[src/srsc_pkg.sv]
`timescale 1ns / 1ps
// ----------------------------------------------------------------------------
// srsc_pkg: shared types and helpers for the result set classifier
// Holds the scan phase enum, the queue request format, the keyword match
// state and the byte-level match functions used by the back end.
// ----------------------------------------------------------------------------
package srsc_pkg;

    // queue depth between front and back
    localparam int QUEUE_DEPTH = 4;

    // character codes
    localparam logic [7:0] CH_NUL   = 8'h00;
    localparam logic [7:0] CH_TAB   = 8'h09;
    localparam logic [7:0] CH_LF    = 8'h0A;
    localparam logic [7:0] CH_CR    = 8'h0D;
    localparam logic [7:0] CH_SPACE = 8'h20;
    localparam logic [7:0] CH_STAR  = 8'h2A;
    localparam logic [7:0] CH_DASH  = 8'h2D;
    localparam logic [7:0] CH_SLASH = 8'h2F;
    localparam logic [7:0] CH_UNDER = 8'h5F;
    localparam logic [7:0] CH_UP_E  = 8'h45;
    localparam logic [7:0] CH_UP_R  = 8'h52;

    // keyword lengths
    localparam logic [2:0] SELECT_LEN = 3'd6;
    localparam logic [2:0] WITH_LEN   = 3'd4;
    localparam logic [3:0] RET_LEN    = 4'd9;
    localparam logic [2:0] TOK_MAX    = 3'd7;
    // matched length "RETUR" whose border is "R"
    localparam logic [3:0] RET_BORDER_AT = 4'd5;

    // keywords, upper case
    localparam logic [7:0] SELECT_KW [6] = '{8'h53, 8'h45, 8'h4C, 8'h45, 8'h43, 8'h54};
    localparam logic [7:0] WITH_KW [4]   = '{8'h57, 8'h49, 8'h54, 8'h48};
    localparam logic [7:0] RET_KW [9]    = '{8'h52, 8'h45, 8'h54, 8'h55, 8'h52,
                                             8'h4E, 8'h49, 8'h4E, 8'h47};

    // leading skip phases
    typedef enum logic [2:0] {
        PH_BLANK,
        PH_DASH,
        PH_SLASH,
        PH_LINE,
        PH_BLOCK,
        PH_BSTAR,
        PH_TEXT
    } phase_t;

    // one request from front to back
    typedef struct packed {
        logic       is_end;   // end of statement
        logic       in_text;  // statement text had started at the end
        logic       has_pre;  // held '-' or '/' goes first
        logic [7:0] pre_byte;
        logic [7:0] body;
    } req_t;

    // queue status seen by the top level
    typedef struct packed {
        logic full;
        logic empty;
    } qstat_t;

    // keyword match state
    typedef struct packed {
        logic [2:0] tok_pos;
        logic       sel_alive;
        logic       with_alive;
        logic       kw_hit;
        logic [3:0] ret_prog;
        logic       ret_hit;
    } match_t;

    localparam match_t MATCH_RESET = '{
        tok_pos: 3'd0, sel_alive: 1'b1, with_alive: 1'b1, kw_hit: 1'b0,
        ret_prog: 4'd0, ret_hit: 1'b0
    };

    function automatic logic [7:0] upcase(input logic [7:0] c);
        logic [7:0] r;
        r = c;
        if (c >= 8'h61 && c <= 8'h7A)
        begin
            r = c - 8'h20;
        end
        return r;
    endfunction

    function automatic logic is_boundary(input logic [7:0] c);
        logic word;
        word = (c >= 8'h61 && c <= 8'h7A) || (c >= 8'h41 && c <= 8'h5A)
            || (c >= 8'h30 && c <= 8'h39) || (c == CH_UNDER);
        return !word;
    endfunction

    // next RETURNING progress, with the substring search fallback
    function automatic logic [3:0] ret_next(input logic [3:0] k, input logic [7:0] u);
        logic [3:0] r;
        r = 4'd0;
        if (k < RET_LEN && u == RET_KW[k])
        begin
            r = k + 4'd1;
        end
        else if (k == RET_BORDER_AT && u == CH_UP_E)
        begin
            r = 4'd2;
        end
        else if (u == CH_UP_R)
        begin
            r = 4'd1;
        end
        return r;
    endfunction

    // one nonzero byte of statement text
    function automatic match_t match_step(input match_t s, input logic [7:0] c);
        match_t     r;
        logic [7:0] u;
        logic       bnd;
        r   = s;
        u   = upcase(c);
        bnd = is_boundary(c);
        if (s.tok_pos < SELECT_LEN)
        begin
            r.sel_alive = s.sel_alive && (u == SELECT_KW[s.tok_pos]);
        end
        else if (s.tok_pos == SELECT_LEN)
        begin
            if (s.sel_alive && bnd)
            begin
                r.kw_hit = 1'b1;
            end
            r.sel_alive = 1'b0;
        end
        if (s.tok_pos < WITH_LEN)
        begin
            r.with_alive = s.with_alive && (u == WITH_KW[s.tok_pos[1:0]]);
        end
        else if (s.tok_pos == WITH_LEN)
        begin
            if (s.with_alive && bnd)
            begin
                r.kw_hit = 1'b1;
            end
            r.with_alive = 1'b0;
        end
        if (s.tok_pos < TOK_MAX)
        begin
            r.tok_pos = s.tok_pos + 3'd1;
        end
        if (s.ret_prog == RET_LEN && bnd)
        begin
            r.ret_hit = 1'b1;
        end
        r.ret_prog = ret_next(s.ret_prog, u);
        return r;
    endfunction

    // verdict at the end byte
    function automatic logic match_rows(input match_t s, input logic in_text);
        logic r;
        r = s.kw_hit || s.ret_hit
            || (s.tok_pos == SELECT_LEN && s.sel_alive)
            || (s.tok_pos == WITH_LEN && s.with_alive)
            || (s.ret_prog == RET_LEN);
        return r && in_text;
    endfunction

endpackage

[src/srsc_front.sv]
`timescale 1ns / 1ps
// ----------------------------------------------------------------------------
// srsc_front: leading blank and comment skipper
// Tracks the skip phase, drops blanks and comments, and pushes one request
// per text byte (with any held '-' or '/') and one per end byte.
// ----------------------------------------------------------------------------
module srsc_front
    import srsc_pkg::*;
(
    input  logic       clk,
    input  logic       rst_n,
    input  logic       accept,
    input  logic [7:0] text_byte,
    output logic       push,
    output req_t       req
);

    phase_t phase_reg;
    phase_t phase_next;
    logic   is_blank;

    assign is_blank = (text_byte == CH_SPACE) || (text_byte == CH_TAB)
        || (text_byte == CH_LF) || (text_byte == CH_CR);

    // next phase
    always_comb
    begin
        phase_next = phase_reg;
        if (text_byte == CH_NUL)
        begin
            phase_next = PH_BLANK;
        end
        else
        begin
            case (phase_reg)
                PH_BLANK:
                begin
                    if (text_byte == CH_DASH)
                        phase_next = PH_DASH;
                    else if (text_byte == CH_SLASH)
                        phase_next = PH_SLASH;
                    else if (!is_blank)
                        phase_next = PH_TEXT;
                end
                PH_DASH:  phase_next = (text_byte == CH_DASH) ? PH_LINE : PH_TEXT;
                PH_SLASH: phase_next = (text_byte == CH_STAR) ? PH_BLOCK : PH_TEXT;
                PH_LINE:
                begin
                    if (text_byte == CH_LF)
                        phase_next = PH_BLANK;
                end
                PH_BLOCK:
                begin
                    if (text_byte == CH_STAR)
                        phase_next = PH_BSTAR;
                end
                PH_BSTAR:
                begin
                    if (text_byte == CH_SLASH)
                        phase_next = PH_BLANK;
                    else if (text_byte != CH_STAR)
                        phase_next = PH_BLOCK;
                end
                PH_TEXT:  phase_next = PH_TEXT;
                default:  phase_next = PH_BLANK;
            endcase
        end
    end

    // request build
    always_comb
    begin
        push         = 1'b0;
        req.is_end   = 1'b0;
        req.in_text  = (phase_reg == PH_TEXT);
        req.has_pre  = 1'b0;
        req.pre_byte = (phase_reg == PH_SLASH) ? CH_SLASH : CH_DASH;
        req.body     = text_byte;
        if (text_byte == CH_NUL)
        begin
            push       = accept;
            req.is_end = 1'b1;
        end
        else
        begin
            case (phase_reg)
                PH_BLANK:
                begin
                    push = accept && !is_blank && (text_byte != CH_DASH)
                        && (text_byte != CH_SLASH);
                end
                PH_DASH:
                begin
                    push        = accept && (text_byte != CH_DASH);
                    req.has_pre = 1'b1;
                end
                PH_SLASH:
                begin
                    push        = accept && (text_byte != CH_STAR);
                    req.has_pre = 1'b1;
                end
                PH_TEXT:  push = accept;
                default:  push = 1'b0;
            endcase
        end
    end

    // phase register
    always_ff @(posedge clk or negedge rst_n)
    begin
        if (!rst_n)
            phase_reg <= PH_BLANK;
        else if (accept)
            phase_reg <= phase_next;
    end

endmodule

[src/srsc_queue.sv]
`timescale 1ns / 1ps
// ----------------------------------------------------------------------------
// srsc_queue: request queue between front and back
// Small register queue; lets the front keep taking bytes while the back
// waits on the result consumer.
// ----------------------------------------------------------------------------
module srsc_queue
    import srsc_pkg::*;
#(
    parameter int DEPTH = QUEUE_DEPTH
)
(
    input  logic   clk,
    input  logic   rst_n,
    input  logic   push,
    input  req_t   push_req,
    input  logic   pop,
    output req_t   head_req,
    output qstat_t stat
);

    localparam int PTR_W = (DEPTH > 1) ? $clog2(DEPTH) : 1;
    localparam int CNT_W = $clog2(DEPTH + 1);
    localparam logic [PTR_W-1:0] LAST  = PTR_W'(DEPTH - 1);
    localparam logic [CNT_W-1:0] FULLC = CNT_W'(DEPTH);

    req_t             slot_reg [DEPTH];
    logic [PTR_W-1:0] wr_ptr_reg;
    logic [PTR_W-1:0] rd_ptr_reg;
    logic [CNT_W-1:0] count_reg;
    logic [CNT_W-1:0] count_next;

    assign stat.full  = (count_reg == FULLC);
    assign stat.empty = (count_reg == '0);
    assign head_req   = slot_reg[rd_ptr_reg];

    // occupancy
    always_comb
    begin
        count_next = count_reg;
        if (push && !pop)
            count_next = count_reg + CNT_W'(1);
        else if (pop && !push)
            count_next = count_reg - CNT_W'(1);
    end

    // storage
    always_ff @(posedge clk)
    begin
        if (push)
            slot_reg[wr_ptr_reg] <= push_req;
    end

    // pointers and count
    always_ff @(posedge clk or negedge rst_n)
    begin
        if (!rst_n)
        begin
            wr_ptr_reg <= '0;
            rd_ptr_reg <= '0;
            count_reg  <= '0;
        end
        else
        begin
            if (push)
                wr_ptr_reg <= (wr_ptr_reg == LAST) ? '0 : wr_ptr_reg + PTR_W'(1);
            if (pop)
                rd_ptr_reg <= (rd_ptr_reg == LAST) ? '0 : rd_ptr_reg + PTR_W'(1);
            count_reg <= count_next;
        end
    end

endmodule

[src/srsc_back.sv]
`timescale 1ns / 1ps
// ----------------------------------------------------------------------------
// srsc_back: keyword matcher and result register
// Runs SELECT / WITH / RETURNING matching on queued text bytes and loads
// the verdict into the output register on each end request.
// ----------------------------------------------------------------------------
module srsc_back
    import srsc_pkg::*;
(
    input  logic   clk,
    input  logic   rst_n,
    input  req_t   head_req,
    input  qstat_t stat,
    output logic   pop,
    output logic   out_valid,
    input  logic   out_ready,
    output logic   yields_rows
);

    match_t match_reg;
    match_t match_next;
    match_t after_pre;
    logic   out_valid_reg;
    logic   out_valid_next;
    logic   rows_reg;
    logic   slot_free;

    assign slot_free = !out_valid_reg || out_ready;
    assign pop       = !stat.empty && (!head_req.is_end || slot_free);

    // text step, held prefix byte first
    always_comb
    begin
        after_pre  = head_req.has_pre ? match_step(match_reg, head_req.pre_byte)
                                      : match_reg;
        match_next = match_reg;
        if (pop)
        begin
            if (head_req.is_end)
                match_next = MATCH_RESET;
            else
                match_next = match_step(after_pre, head_req.body);
        end
    end

    // output handshake
    always_comb
    begin
        out_valid_next = out_valid_reg && !out_ready;
        if (pop && head_req.is_end)
            out_valid_next = 1'b1;
    end

    always_ff @(posedge clk or negedge rst_n)
    begin
        if (!rst_n)
        begin
            match_reg     <= MATCH_RESET;
            out_valid_reg <= 1'b0;
        end
        else
        begin
            match_reg     <= match_next;
            out_valid_reg <= out_valid_next;
        end
    end

    // verdict register
    always_ff @(posedge clk)
    begin
        if (pop && head_req.is_end)
            rows_reg <= match_rows(match_reg, head_req.in_text);
    end

    assign out_valid   = out_valid_reg;
    assign yields_rows = rows_reg;

endmodule

[src/sql_result_set_classifier_top.sv]
`timescale 1ns / 1ps
// result path: an accepted end byte is queued, then its verdict is loaded into the output register
// throughput: one byte per cycle while the queue has room; match steps are combinational
// back pressure on the result side fills the request queue, then drops in_ready
// reset: rst_n is asynchronous, active low; it empties the queue and returns both
// the skip phase and the keyword match state to the start of a statement
// ----------------------------------------------------------------------------
// sql_result_set_classifier_top: SQL statement result set classifier
// Front skips leading blanks and comments, back matches the keywords and
// gives one bit per statement; a request queue decouples the two.
// ----------------------------------------------------------------------------
module sql_result_set_classifier_top
    import srsc_pkg::*;
#(
    parameter int DEPTH = QUEUE_DEPTH
)
(
    input  logic       clk,
    input  logic       rst_n,
    input  logic       in_valid,
    output logic       in_ready,
    input  logic [7:0] text_byte,
    output logic       out_valid,
    input  logic       out_ready,
    output logic       yields_rows
);

    logic   accept;
    logic   push;
    logic   pop;
    req_t   push_req;
    req_t   head_req;
    qstat_t stat;

    // input side takes a byte whenever the queue has room
    assign in_ready = !stat.full;
    assign accept   = in_valid && in_ready;

    srsc_front u_front (
        .clk       (clk),
        .rst_n     (rst_n),
        .accept    (accept),
        .text_byte (text_byte),
        .push      (push),
        .req       (push_req)
    );

    srsc_queue #(
        .DEPTH (DEPTH)
    ) u_queue (
        .clk      (clk),
        .rst_n    (rst_n),
        .push     (push),
        .push_req (push_req),
        .pop      (pop),
        .head_req (head_req),
        .stat     (stat)
    );

    srsc_back u_back (
        .clk         (clk),
        .rst_n       (rst_n),
        .head_req    (head_req),
        .stat        (stat),
        .pop         (pop),
        .out_valid   (out_valid),
        .out_ready   (out_ready),
        .yields_rows (yields_rows)
    );

`ifndef NO_ASSERTIONS
    // an accepted end byte is always queued
    a_end_queued: assert property (@(posedge clk) disable iff (!rst_n)
        (accept && text_byte == CH_NUL) |=> !stat.empty)
        else $error("end byte not queued");

    // a result appears only from an end request leaving the queue
    a_result_source: assert property (@(posedge clk) disable iff (!rst_n)
        $rose(out_valid) |-> $past(pop && head_req.is_end))
        else $error("result without end request");

    // queue never both full and empty
    a_queue_status: assert property (@(posedge clk) disable iff (!rst_n)
        !(stat.full && stat.empty))
        else $error("queue status inconsistent");
`endif

endmodule

[config.mk]
export PLATFORM = sky130hd
export DESIGN_NAME = sql_result_set_classifier_top
export DESIGN_NICKNAME = d
export VERILOG_FILES = /design/src/srsc_pkg.sv /design/src/srsc_front.sv /design/src/srsc_queue.sv /design/src/srsc_back.sv /design/src/sql_result_set_classifier_top.sv
export SDC_FILE = /design/constraint.sdc
export NUM_CORES = 1
export LEC_CHECK = 0
export BUFFER_PORTS_ARGS = -buffer_cell sky130_fd_sc_hd__buf_2
export CORE_MARGIN = 1
export CORE_UTILIZATION = 31
export DETAILED_ROUTE_END_ITERATION = 7
export MAX_ROUTING_LAYER = met4
export PLACE_DENSITY_LB_ADDON = 0.25
export SYNTH_ARGS = -nofsm -noshare
export SYNTH_HDL_FRONTEND = slang
export SYNTH_SLANG_ARGS = --single-unit
export TNS_END_PERCENT = 1
[constraint.sdc]
create_clock -name clk -period 9.8 [get_ports clk]
set_clock_uncertainty 0.15 [all_clocks]
set_input_delay 2.94 -clock clk [delete_from_list [all_inputs] [get_ports clk]]
set_output_delay 2.94 -clock clk [all_outputs]
set_load 0.005 [all_outputs]
==> impl_metrics.sql, run 1 <==
INSERT INTO impl_metrics (metric_group, metric, value, unit) VALUES
('outcome', 'outcome', 'finished clean', ''),
('sta', 'drv_slew', '0', ''),
('clock_network', 'cts.hold.buffers_added', '0', ''),
('clock_network', 'ctsResizeCount', '0', ''),
('drt', 'initialDrtViolationCount', '215', ''),
('floorplanning', 'coreArea', '13350', 'um2'),
('logic_synthesis', 'synth-edff-count', '45', ''),
('final_layout', 'most-common-layout-cells', 'edfxtp_1 (45), nand2_1 (28), inv_1 (22), nor2_1 (22), dfrtp_1 (20)', ''),
('logic_synthesis', 'post-synth-top-area-fraction', '0.3163', ''),
('final_layout', 'finalInstanceArea', '4766', 'um2'),
('clock_network', 'clock_sink_count', '67', ''),
('pwr', 'seqPwrFrac', '0.301', ''),
('pwr', 'switching_power', '0.0006392', 'W'),
('drt', 'vias_per_cell', '5.307', ''),
('pwr', 'clockPowerShare', '0.201', ''),
('sta', 'rsz0062_at_grt', 'false', ''),
('hold_path', 'hp-class', 'register to register', ''),
('logic_synthesis', 'synth.cell_area', '4272', 'um2'),
('final_layout', 'fin_nets', '423', ''),
('logic_synthesis', 'ys_types', '81', ''),
('global_route', 'grt_util_all_layers', '0.1488', ''),
('pwr', 'irDropWorstVdd', '0.0001211', 'V'),
('floorplanning', 'initial_core_util', '0.3200', ''),
('sta', 'shortest_clock_period_the_worst_path_allows_after_layout', '5.424', 'ns'),
('setup_path', 'ordered_cell_list_for_the_critical_path', 'buf_2, nor3_1, nand3_1, a22o_1, a21oi_1, ha_1, inv_1, fa_1, xor2_1, nor2_1, xor2_1', ''),
('final_layout', 'drive_gt1_frac', '0.1738', ''),
('pwr', 'power.switching_fraction', '0.4247', ''),
('logic_synthesis', 'syn-instance-count', '383', ''),
('logic_synthesis', 'ys_seq_area_frac', '0.4458', ''),
('floorplanning', 'rows', '42', ''),
('sta', 'max_slew_margin_vs_limit', '0.4939', ''),
('setup_path', 'crit_path_end_kind', 'register', ''),
('clock_network', 'tritoncts', 'built', ''),
('clock_network', 'clock_tree.root_cell', 'clkbuf_16', ''),
('sta', 'min_period_over_period', '0.5534', ''),
('drt', 'routed_wirelength', '9397', 'um'),
('clock_network', 'cts.clk_slew.worst_paths', '0.05', 'ns'),
('clock_network', 'cts-buffers-inserted', '9', ''),
('logic_synthesis', 'synth-async-reset-ratio', '0.3284', ''),
('global_route', 'grt_pass1_wl', '15900', 'um'),
('drt', 'detail-route-antenna-nets', '0', ''),
('final_layout', 'insertedDiodeCount', '0', ''),
('placement', 'port_buffers', '14', ''),
('setup_path', 'critPathLaunchType', 'input port', ''),
('logic_synthesis', 'postSynthRegisterBits', '67', ''),
('logic_synthesis', 'yosys_warnings', '0', ''),
('clock_network', 'htree_num_levels', '3', ''),
('clock_network', 'postCtsSetupRepairBufs', '0', ''),
('clock_network', 'clkLatencyLatePin', '0.33', 'ns'),
('drt', 'drcViolationCount', '0', ''),
('setup_path', 'cp_slowest_cell', 'nor3_1', ''),
('logic_synthesis', 'postSynthAreaPerCell', '11.15', 'um2'),
('floorplanning', 'top_level_pins', '15', ''),
('global_route', 'grt-ovfl-total', '0', ''),
('job', 'maxCapViolCount', '0', ''),
('pwr', 'cell_internal_power_dissipation', '0.0008658', 'W'),
('drt', 'wl_per_cell', '16.40', 'um'),
('pwr', 'finalPower', '0.001505', 'W'),
('floorplanning', 'floorplan.die.width', '119.4', 'um'),
('final_layout', 'flip_flop_count_of_the_largest_register_after_layout', '44', ''),
('final_layout', 'mostFrequentLayoutCell', 'edfxtp_1', ''),
('logic_synthesis', 'net_count_after_synthesis', '414', ''),
('final_layout', 'fillCellCount', '1336', ''),
('sta', 'worst_slew_pin_slew', '0.7563', 'ns'),
('logic_synthesis', 'synth_flop_cell', 'edfxtp_1', ''),
('setup_path', 'critical-path-top-cell-by-count', 'xor2_1', ''),
('global_route', 'grt_antenna_before_repair', '0', ''),
('placement', 'detailed_place.area', '4487', 'um2'),
('global_route', 'pin_count_of_the_biggest_net_entering_global_routing', '23', ''),
('setup_path', 'slowest_delay', '0.49', 'ns'),
('drt', 'detailedRoute.firstPassIterationCount', '4', '');
==> synthesized netlist by cell type (3+ instances only) <==
| master | n |
|---|---|
| edfxtp_1 | 45 |
| clkbuf_1 | 9 |
| o21ai_0 | 17 |
| a31oi_1 | 5 |
| nor2b_1 | 5 |
| a21o_1 | 6 |
| mux4_2 | 11 |
| mux2i_1 | 6 |
| or3_1 | 3 |
| nor2_1 | 22 |
| xor2_1 | 4 |
| o22ai_1 | 3 |
| and3_1 | 3 |
| nand3_1 | 12 |
| xnor2_1 | 7 |
| nor3_1 | 8 |
| ha_1 | 18 |
| o31ai_1 | 7 |
| nand4_1 | 5 |
| a22o_1 | 4 |
| a311o_1 | 3 |
| a211oi_1 | 5 |
| dfrtp_1 | 20 |
| a21oi_1 | 14 |
| nand2_1 | 28 |
| mux2_2 | 8 |
| inv_1 | 22 |
| buf_2 | 6 |
| and2_1 | 6 |
| nand2b_1 | 10 |
==> cells by family (layout without fill, tap and decap cells) <==
group / count (synthesis) / after routing / synth area share
xor gates and xnor gates: 12 / 12 / 0.02636
adders and majority gates: 19 / 19 / 0.05741
buffers and inverters: 41 / 55 / 0.04130
muxes: 26 / 26 / 0.09842
AOI/OAI and AO/OA: 99 / 99 / 0.1793
DFF: 67 / 67 / 0.4458
and+or+nand+nor: 119 / 119 / 0.1514
==> routing by layer <==
layer  vias up  wire, um  global-route usage
li1       1486         -                   -
met1      1490      4403              0.1869
met2        55      4533              0.2384
met3        10       336             0.03496
met4         0       123             0.04453
met5         -         0                   -
==> final cells by class <==
cell class	instances	area, um2	share of cell area
Timing Repair Buffer	16	85.08	0.01785
Multi-Input combinational cell	275	2191	0.4597
Clock buffer	10	239.0	0.05014
Tap cell	176	220.2	0.04621
Inverter	23	86.33	0.01811
Clock inverter	6	40.04	0.008401
Sequential cell	67	1904	0.3996
==> worst max-delay path: cells and delay by family <==
kind	cells	cell delay (ns)
AOI/OAI and AO/OA	2	0.68
and+or+nand+nor	3	0.77
xor gates and xnor gates	2	0.32
adders and majority gates	2	0.64
buffers and inverters	2	0.19
==> power by group through the flow <==
| stage | Clock [W] | Combinational [W] | Sequential (W) |
|---|---|---|---|
| after floorplan | 0 | 0.000629 | 0.000414 |
| after global placement | 0 | 0.000745 | 0.000457 |
| after detailed placement | 0 | 0.000750 | 0.000458 |
| after CTS | 0.000312 | 0.000753 | 0.000453 |
| after global routing | 0.000322 | 0.000844 | 0.000465 |
| final | 0.000302 | 0.000750 | 0.000453 |
==> through the flow <==
step | setup WS (ns) | instances | hold slack, ns | util
6_report | 4.376 | 573 | 0.3467 | 0.3570
5_1_grt | 4.137 | 573 | 0.3649 | 0.3570
4_1_cts | 4.341 | 573 | 0.3516 | 0.3570
3_5_place_dp | 3.984 | 557 | 0.3425 | 0.3361
3_3_place_gp | 4.060 | 557 | 0.3369 | 0.3361
2_1_floorplan | 4.438 | 383 | 0.3136 | -
==> final timing paths <==
| path | start | end | slack, ns | depth (start not counted) |
|---|---|---|---|---|
| max in group asynchronous | rst_n | u_queue.count_reg[0]$_DFFE_PN0P_ | 6.69 | 1 |
| setup reg to reg | u_queue.rd_ptr_reg[1]$_DFFE_PN0P_ | u_back.match_reg[7]$_DFFE_PN1P_ | 5.93 | 10 |
| hold reg to reg | u_queue.count_reg[2]$_DFFE_PN0P_ | u_queue.count_reg[2]$_DFFE_PN0P_ | 0.35 | 1 |
| min in group asynchronous | rst_n | u_back.match_reg[2]$_DFFE_PN0P_ | 2.44 | 1 |
| setup / recovery | text_byte[4] | u_queue.count_reg[2]$_DFFE_PN0P_ | 4.38 | 11 |
| hold / removal | u_queue.count_reg[2]$_DFFE_PN0P_ | u_queue.count_reg[2]$_DFFE_PN0P_ | 0.35 | 1 |
No activity file was read; power rests on OpenSTA's default activity.
==> inputs of run 2 (changes only) <==
- ABC_AREA: not set -> 1
- clock period: 9.8 -> 4.7 ns (I/O delays scaled with it)
==> run 2 against run 1 <==
  * Combinational power is 150% higher
  * Sequential power rose by 100%
  * Core utilization increased by 0.55 points
  * Critical path type unchanged
==> impl_metrics.sql, run 2 <==
INSERT INTO impl_metrics (metric_group, metric, value, unit) VALUES
('clock_network', 'clock_sink_count', '67', ''),
('logic_synthesis', 'synth_area_leader_cell', 'edfxtp_1', ''),
('setup_path', 'top_cell_family_by_delay_on_the_critical_path', 'simple AND/OR/NAND/NOR gates', ''),
('sta', 'setup_viol_count_final', '0', ''),
('sta', 'shortest_clock_period_the_worst_path_allows_after_layout', '3.810', 'ns'),
('job', 'maxCapViolCount', '0', ''),
('logic_synthesis', 'synth-async-reset-ratio', '0.3284', ''),
('logic_synthesis', 'postSynthAreaPerCell', '7.839', 'um2'),
('global_route', 'grt_pass1_wl', '16950', 'um'),
('clock_network', 'htree_num_levels', '3', ''),
('logic_synthesis', 'synth-edff-count', '45', ''),
('final_layout', 'area_growth_syn_to_layout', '13.62', '%'),
('logic_synthesis', 'syn-instance-count', '539', ''),
('floorplanning', 'top_level_pins', '15', ''),
('global_route', 'grt_antenna_before_repair', '0', ''),
('sta', 'setup_tns', '0', 'ns'),
('clock_network', 'cts.clk_slew.worst_paths', '0.06', 'ns'),
('drt', 'wl_per_cell', '13.18', 'um'),
('logic_synthesis', 'ys_types', '40', ''),
('placement', 'port_buffers', '14', ''),
('clock_network', 'clock_tree.root_cell', 'clkbuf_16', ''),
('clock_network', 'ctsLongestPathBuffers', '2', ''),
('logic_synthesis', 'postSynthRegisterBits', '67', ''),
('final_layout', 'fin_nets', '591', ''),
('drt', 'detailedRoute.firstPassIterationCount', '5', ''),
('setup_path', 'timing.critical_path.buf_inv', '3', ''),
('final_layout', 'mostFrequentLayoutCell', 'nand2_1', ''),
('clock_network', 'postCtsSetupRepairBufs', '0', ''),
('final_layout', 'most-common-layout-cells', 'nand2_1 (179), inv_1 (57), nand3_1 (52)', ''),
('floorplanning', 'coreArea', '13240', 'um2'),
('sta', 'worst_slew_pin_slew', '0.6889', 'ns'),
('logic_synthesis', 'ys_seq_area_frac', '0.4507', ''),
('setup_path', 'critical-path-top-cell-by-count', 'inv_1', ''),
('global_route', 'grt_util_all_layers', '0.1578', ''),
('drt', 'initialDrtViolationCount', '136', ''),
('logic_synthesis', 'synth_flop_cell', 'edfxtp_1', ''),
('clock_network', 'cts.hold.buffers_added', '0', ''),
('setup_path', 'cp_slowest_cell', 'fa_1', ''),
('floorplanning', 'floorplan.die.width', '118.7', 'um'),
('drt', 'drcViolationCount', '0', ''),
('floorplanning', 'die_area', '14100', 'um2'),
('pwr', 'total_leakage_power', '2.207', 'nW'),
('sta', 'rsz0062_at_grt', 'false', ''),
('clock_network', 'ctsResizeCount', '0', ''),
('drt', 'detailroute.via_count', '3535', ''),
('setup_path', 'critPathLaunchType', 'input port', ''),
('setup_path', 'worstPathMaxFanout', '5', ''),
('logic_synthesis', 'yosys_warnings', '0', ''),
('placement', 'hpwlAfterDp', '7026', 'um'),
('outcome', 'outcome', 'finished clean', ''),
('sta', 'final-hold-violation-count', '0', ''),
('logic_synthesis', 'yosys.cell_count.top_type', 'nand2_1', ''),
('placement', 'gp_congestion', '0.8417', ''),
('global_route', 'grt-ovfl-total', '0', ''),
('clock_network', 'clkLatencyLatePin', '0.33', 'ns'),
('final_layout', 'finalCoreUtilization', '0.3625', ''),
('floorplanning', 'die_height', '118.7', 'um'),
('setup_path', 'critPathArrivalTime', '3.87', 'ns'),
('setup_path', 'worst_ep_required_time', '4.77', 'ns'),
('clock_network', 'tritoncts', 'built', ''),
('pwr', 'irDropWorstVdd', '0.0003155', 'V'),
('sta', 'drv_slew', '0', ''),
('clock_network', 'cts-buffers-inserted', '9', ''),
('setup_path', 'crit_path_end_kind', 'register', ''),
('floorplanning', 'rows', '42', ''),
('sta', 'min_period_over_period', '0.8106', ''),
('pwr', 'power-per-cell-area', '722.4', 'nW/um2'),
('logic_synthesis', 'synth.cell_area', '4225', 'um2'),
('logic_synthesis', 'synth_commonest_cells', 'nand2_1 (179), inv_1 (57), nand3_1 (52)', ''),
('pwr', 'finalPower', '0.003468', 'W'),
('drt', 'routed_wirelength', '9764', 'um'),
('final_layout', 'insertedDiodeCount', '0', ''),
('final_layout', 'drive_gt1_frac', '0.1168', ''),
('final_layout', 'flip_flop_count_of_the_largest_register_after_layout', '44', ''),
('logic_synthesis', 'net_count_after_synthesis', '570', ''),
('global_route', 'grt_pass1_vias', '3492', ''),
('setup_path', 'setup.worst_path.class', 'input port to register', ''),
('setup_path', 'ordered_cell_list_for_the_critical_path', 'buf_2, nor2_1, nand3_1, or2_2, o21ai_0, nand4_1, nand2_1, inv_1, ha_1, inv_1, fa_1, mux2_2', ''),
('sta', 'clock.fmax', '262.5', 'MHz'),
('logic_synthesis', 'yosys-top-cells-area', 'edfxtp_1 (32%), nand2_1 (16%), dfrtp_1 (12%), nand3_1 (6.2%), ha_1 (5.3%)', ''),
('drt', 'detail-route-antenna-nets', '0', ''),
('logic_synthesis', 'post-synth-top-area-fraction', '0.3198', ''),
('drt', 'vias_per_cell', '4.771', ''),
('global_route', 'pin_count_of_the_biggest_net_entering_global_routing', '26', ''),
('sta', 'max_slew_margin_vs_limit', '0.5391', ''),
('hold_path', 'hp-class', 'register to register', ''),
('setup_path', 'slowest_delay', '0.41', 'ns'),
('floorplanning', 'initial_core_util', '0.3191', '');
## run 2: cell count changes in the layout (fill, tap and decap cells not counted), moves of 10 or more
cell and change:
nand4_1 +10, nand2_1 +151, nand3_1 +40, mux4_2 -11, nand2_2 +10, inv_1 +35, o21ai_0 +12, nor2_1 +22
nand2b_1 -10
## run 2: metrics by stage
| step | cells | hold slack [ns] | instance area, um2 | setup WS (ns) |
|---|---|---|---|---|
| floorplan | 539 | 0.2994 | 4225 | 1.068 |
| global placement | 725 | 0.3230 | 4491 | 0.6780 |
| detailed placement | 725 | 0.3243 | 4491 | 0.5808 |
| CTS | 741 | 0.3329 | 4801 | 0.9371 |
| global route | 741 | 0.3500 | 4801 | 0.6671 |
| finish | 741 | 0.3323 | 4801 | 0.8901 |
## run 2: worst min-delay path: stages (launching register included)
cell and delay (ns):
dfstp_2 0.38, nand2_1 0.06, nand2_1 0.04
## run 2: report_power, final
part           switching [W]  total, W  internal [W]
clock               0.000240  0.000702      0.000462
combinational        0.00126   0.00185      0.000585
sequential          0.000107  0.000919      0.000812
total                0.00161   0.00347       0.00186
## run 2: worst paths after layout
kind / from / cells past startpoint / slack (ns) / end
worst min-delay path: u_back.match_reg[7]$_DFFE_PN1P_ / 2 / 0.33 / u_back.match_reg[7]$_DFFE_PN1P_
worst max register to register: u_queue.rd_ptr_reg[0]$_DFFE_PN0P_ / 13 / 1.82 / u_queue.count_reg[2]$_DFFE_PN0P_
min in group asynchronous: rst_n / 1 / 0.91 / u_back.match_reg[5]$_DFFE_PN0P_
max in group asynchronous: rst_n / 1 / 3.13 / u_back.match_reg[7]$_DFFE_PN1P_
worst min register to register: u_back.match_reg[7]$_DFFE_PN1P_ / 2 / 0.33 / u_back.match_reg[7]$_DFFE_PN1P_
worst max-delay path: text_byte[7] / 12 / 0.89 / u_queue.count_reg[1]$_DFFE_PN0P_
## run 2: cell families after synthesis
group	synth area share
and+or+nand+nor	0.3340
buffers and inverters	0.07462
DFF	0.4507
AOI/OAI and AO/OA	0.06544
adders and majority gates	0.05804
xor gates and xnor gates	0.01451
muxes	0.002665
## run 2: cell type report
cell class | count | area (um2)
Clock buffer | 11 | 232.7
Clock inverter | 5 | 77.57
Fill cell | 1402 | 8442
Inverter | 64 | 245.2
Multi-Input combinational cell | 398 | 2006
Sequential cell | 67 | 1904
Tap cell | 176 | 220.2
Timing Repair Buffer | 20 | 115.1
## run 2: metal layers
metal / up-vias / part of all wire / GRT usage
li1: 1810 / - / -
met1: 1646 / 0.45 / 0.1809
met2: 68 / 0.49 / 0.2668
met3: 11 / 0.039 / 0.03282
met4: 0 / 0.019 / 0.06646
met5: - / 0 / -
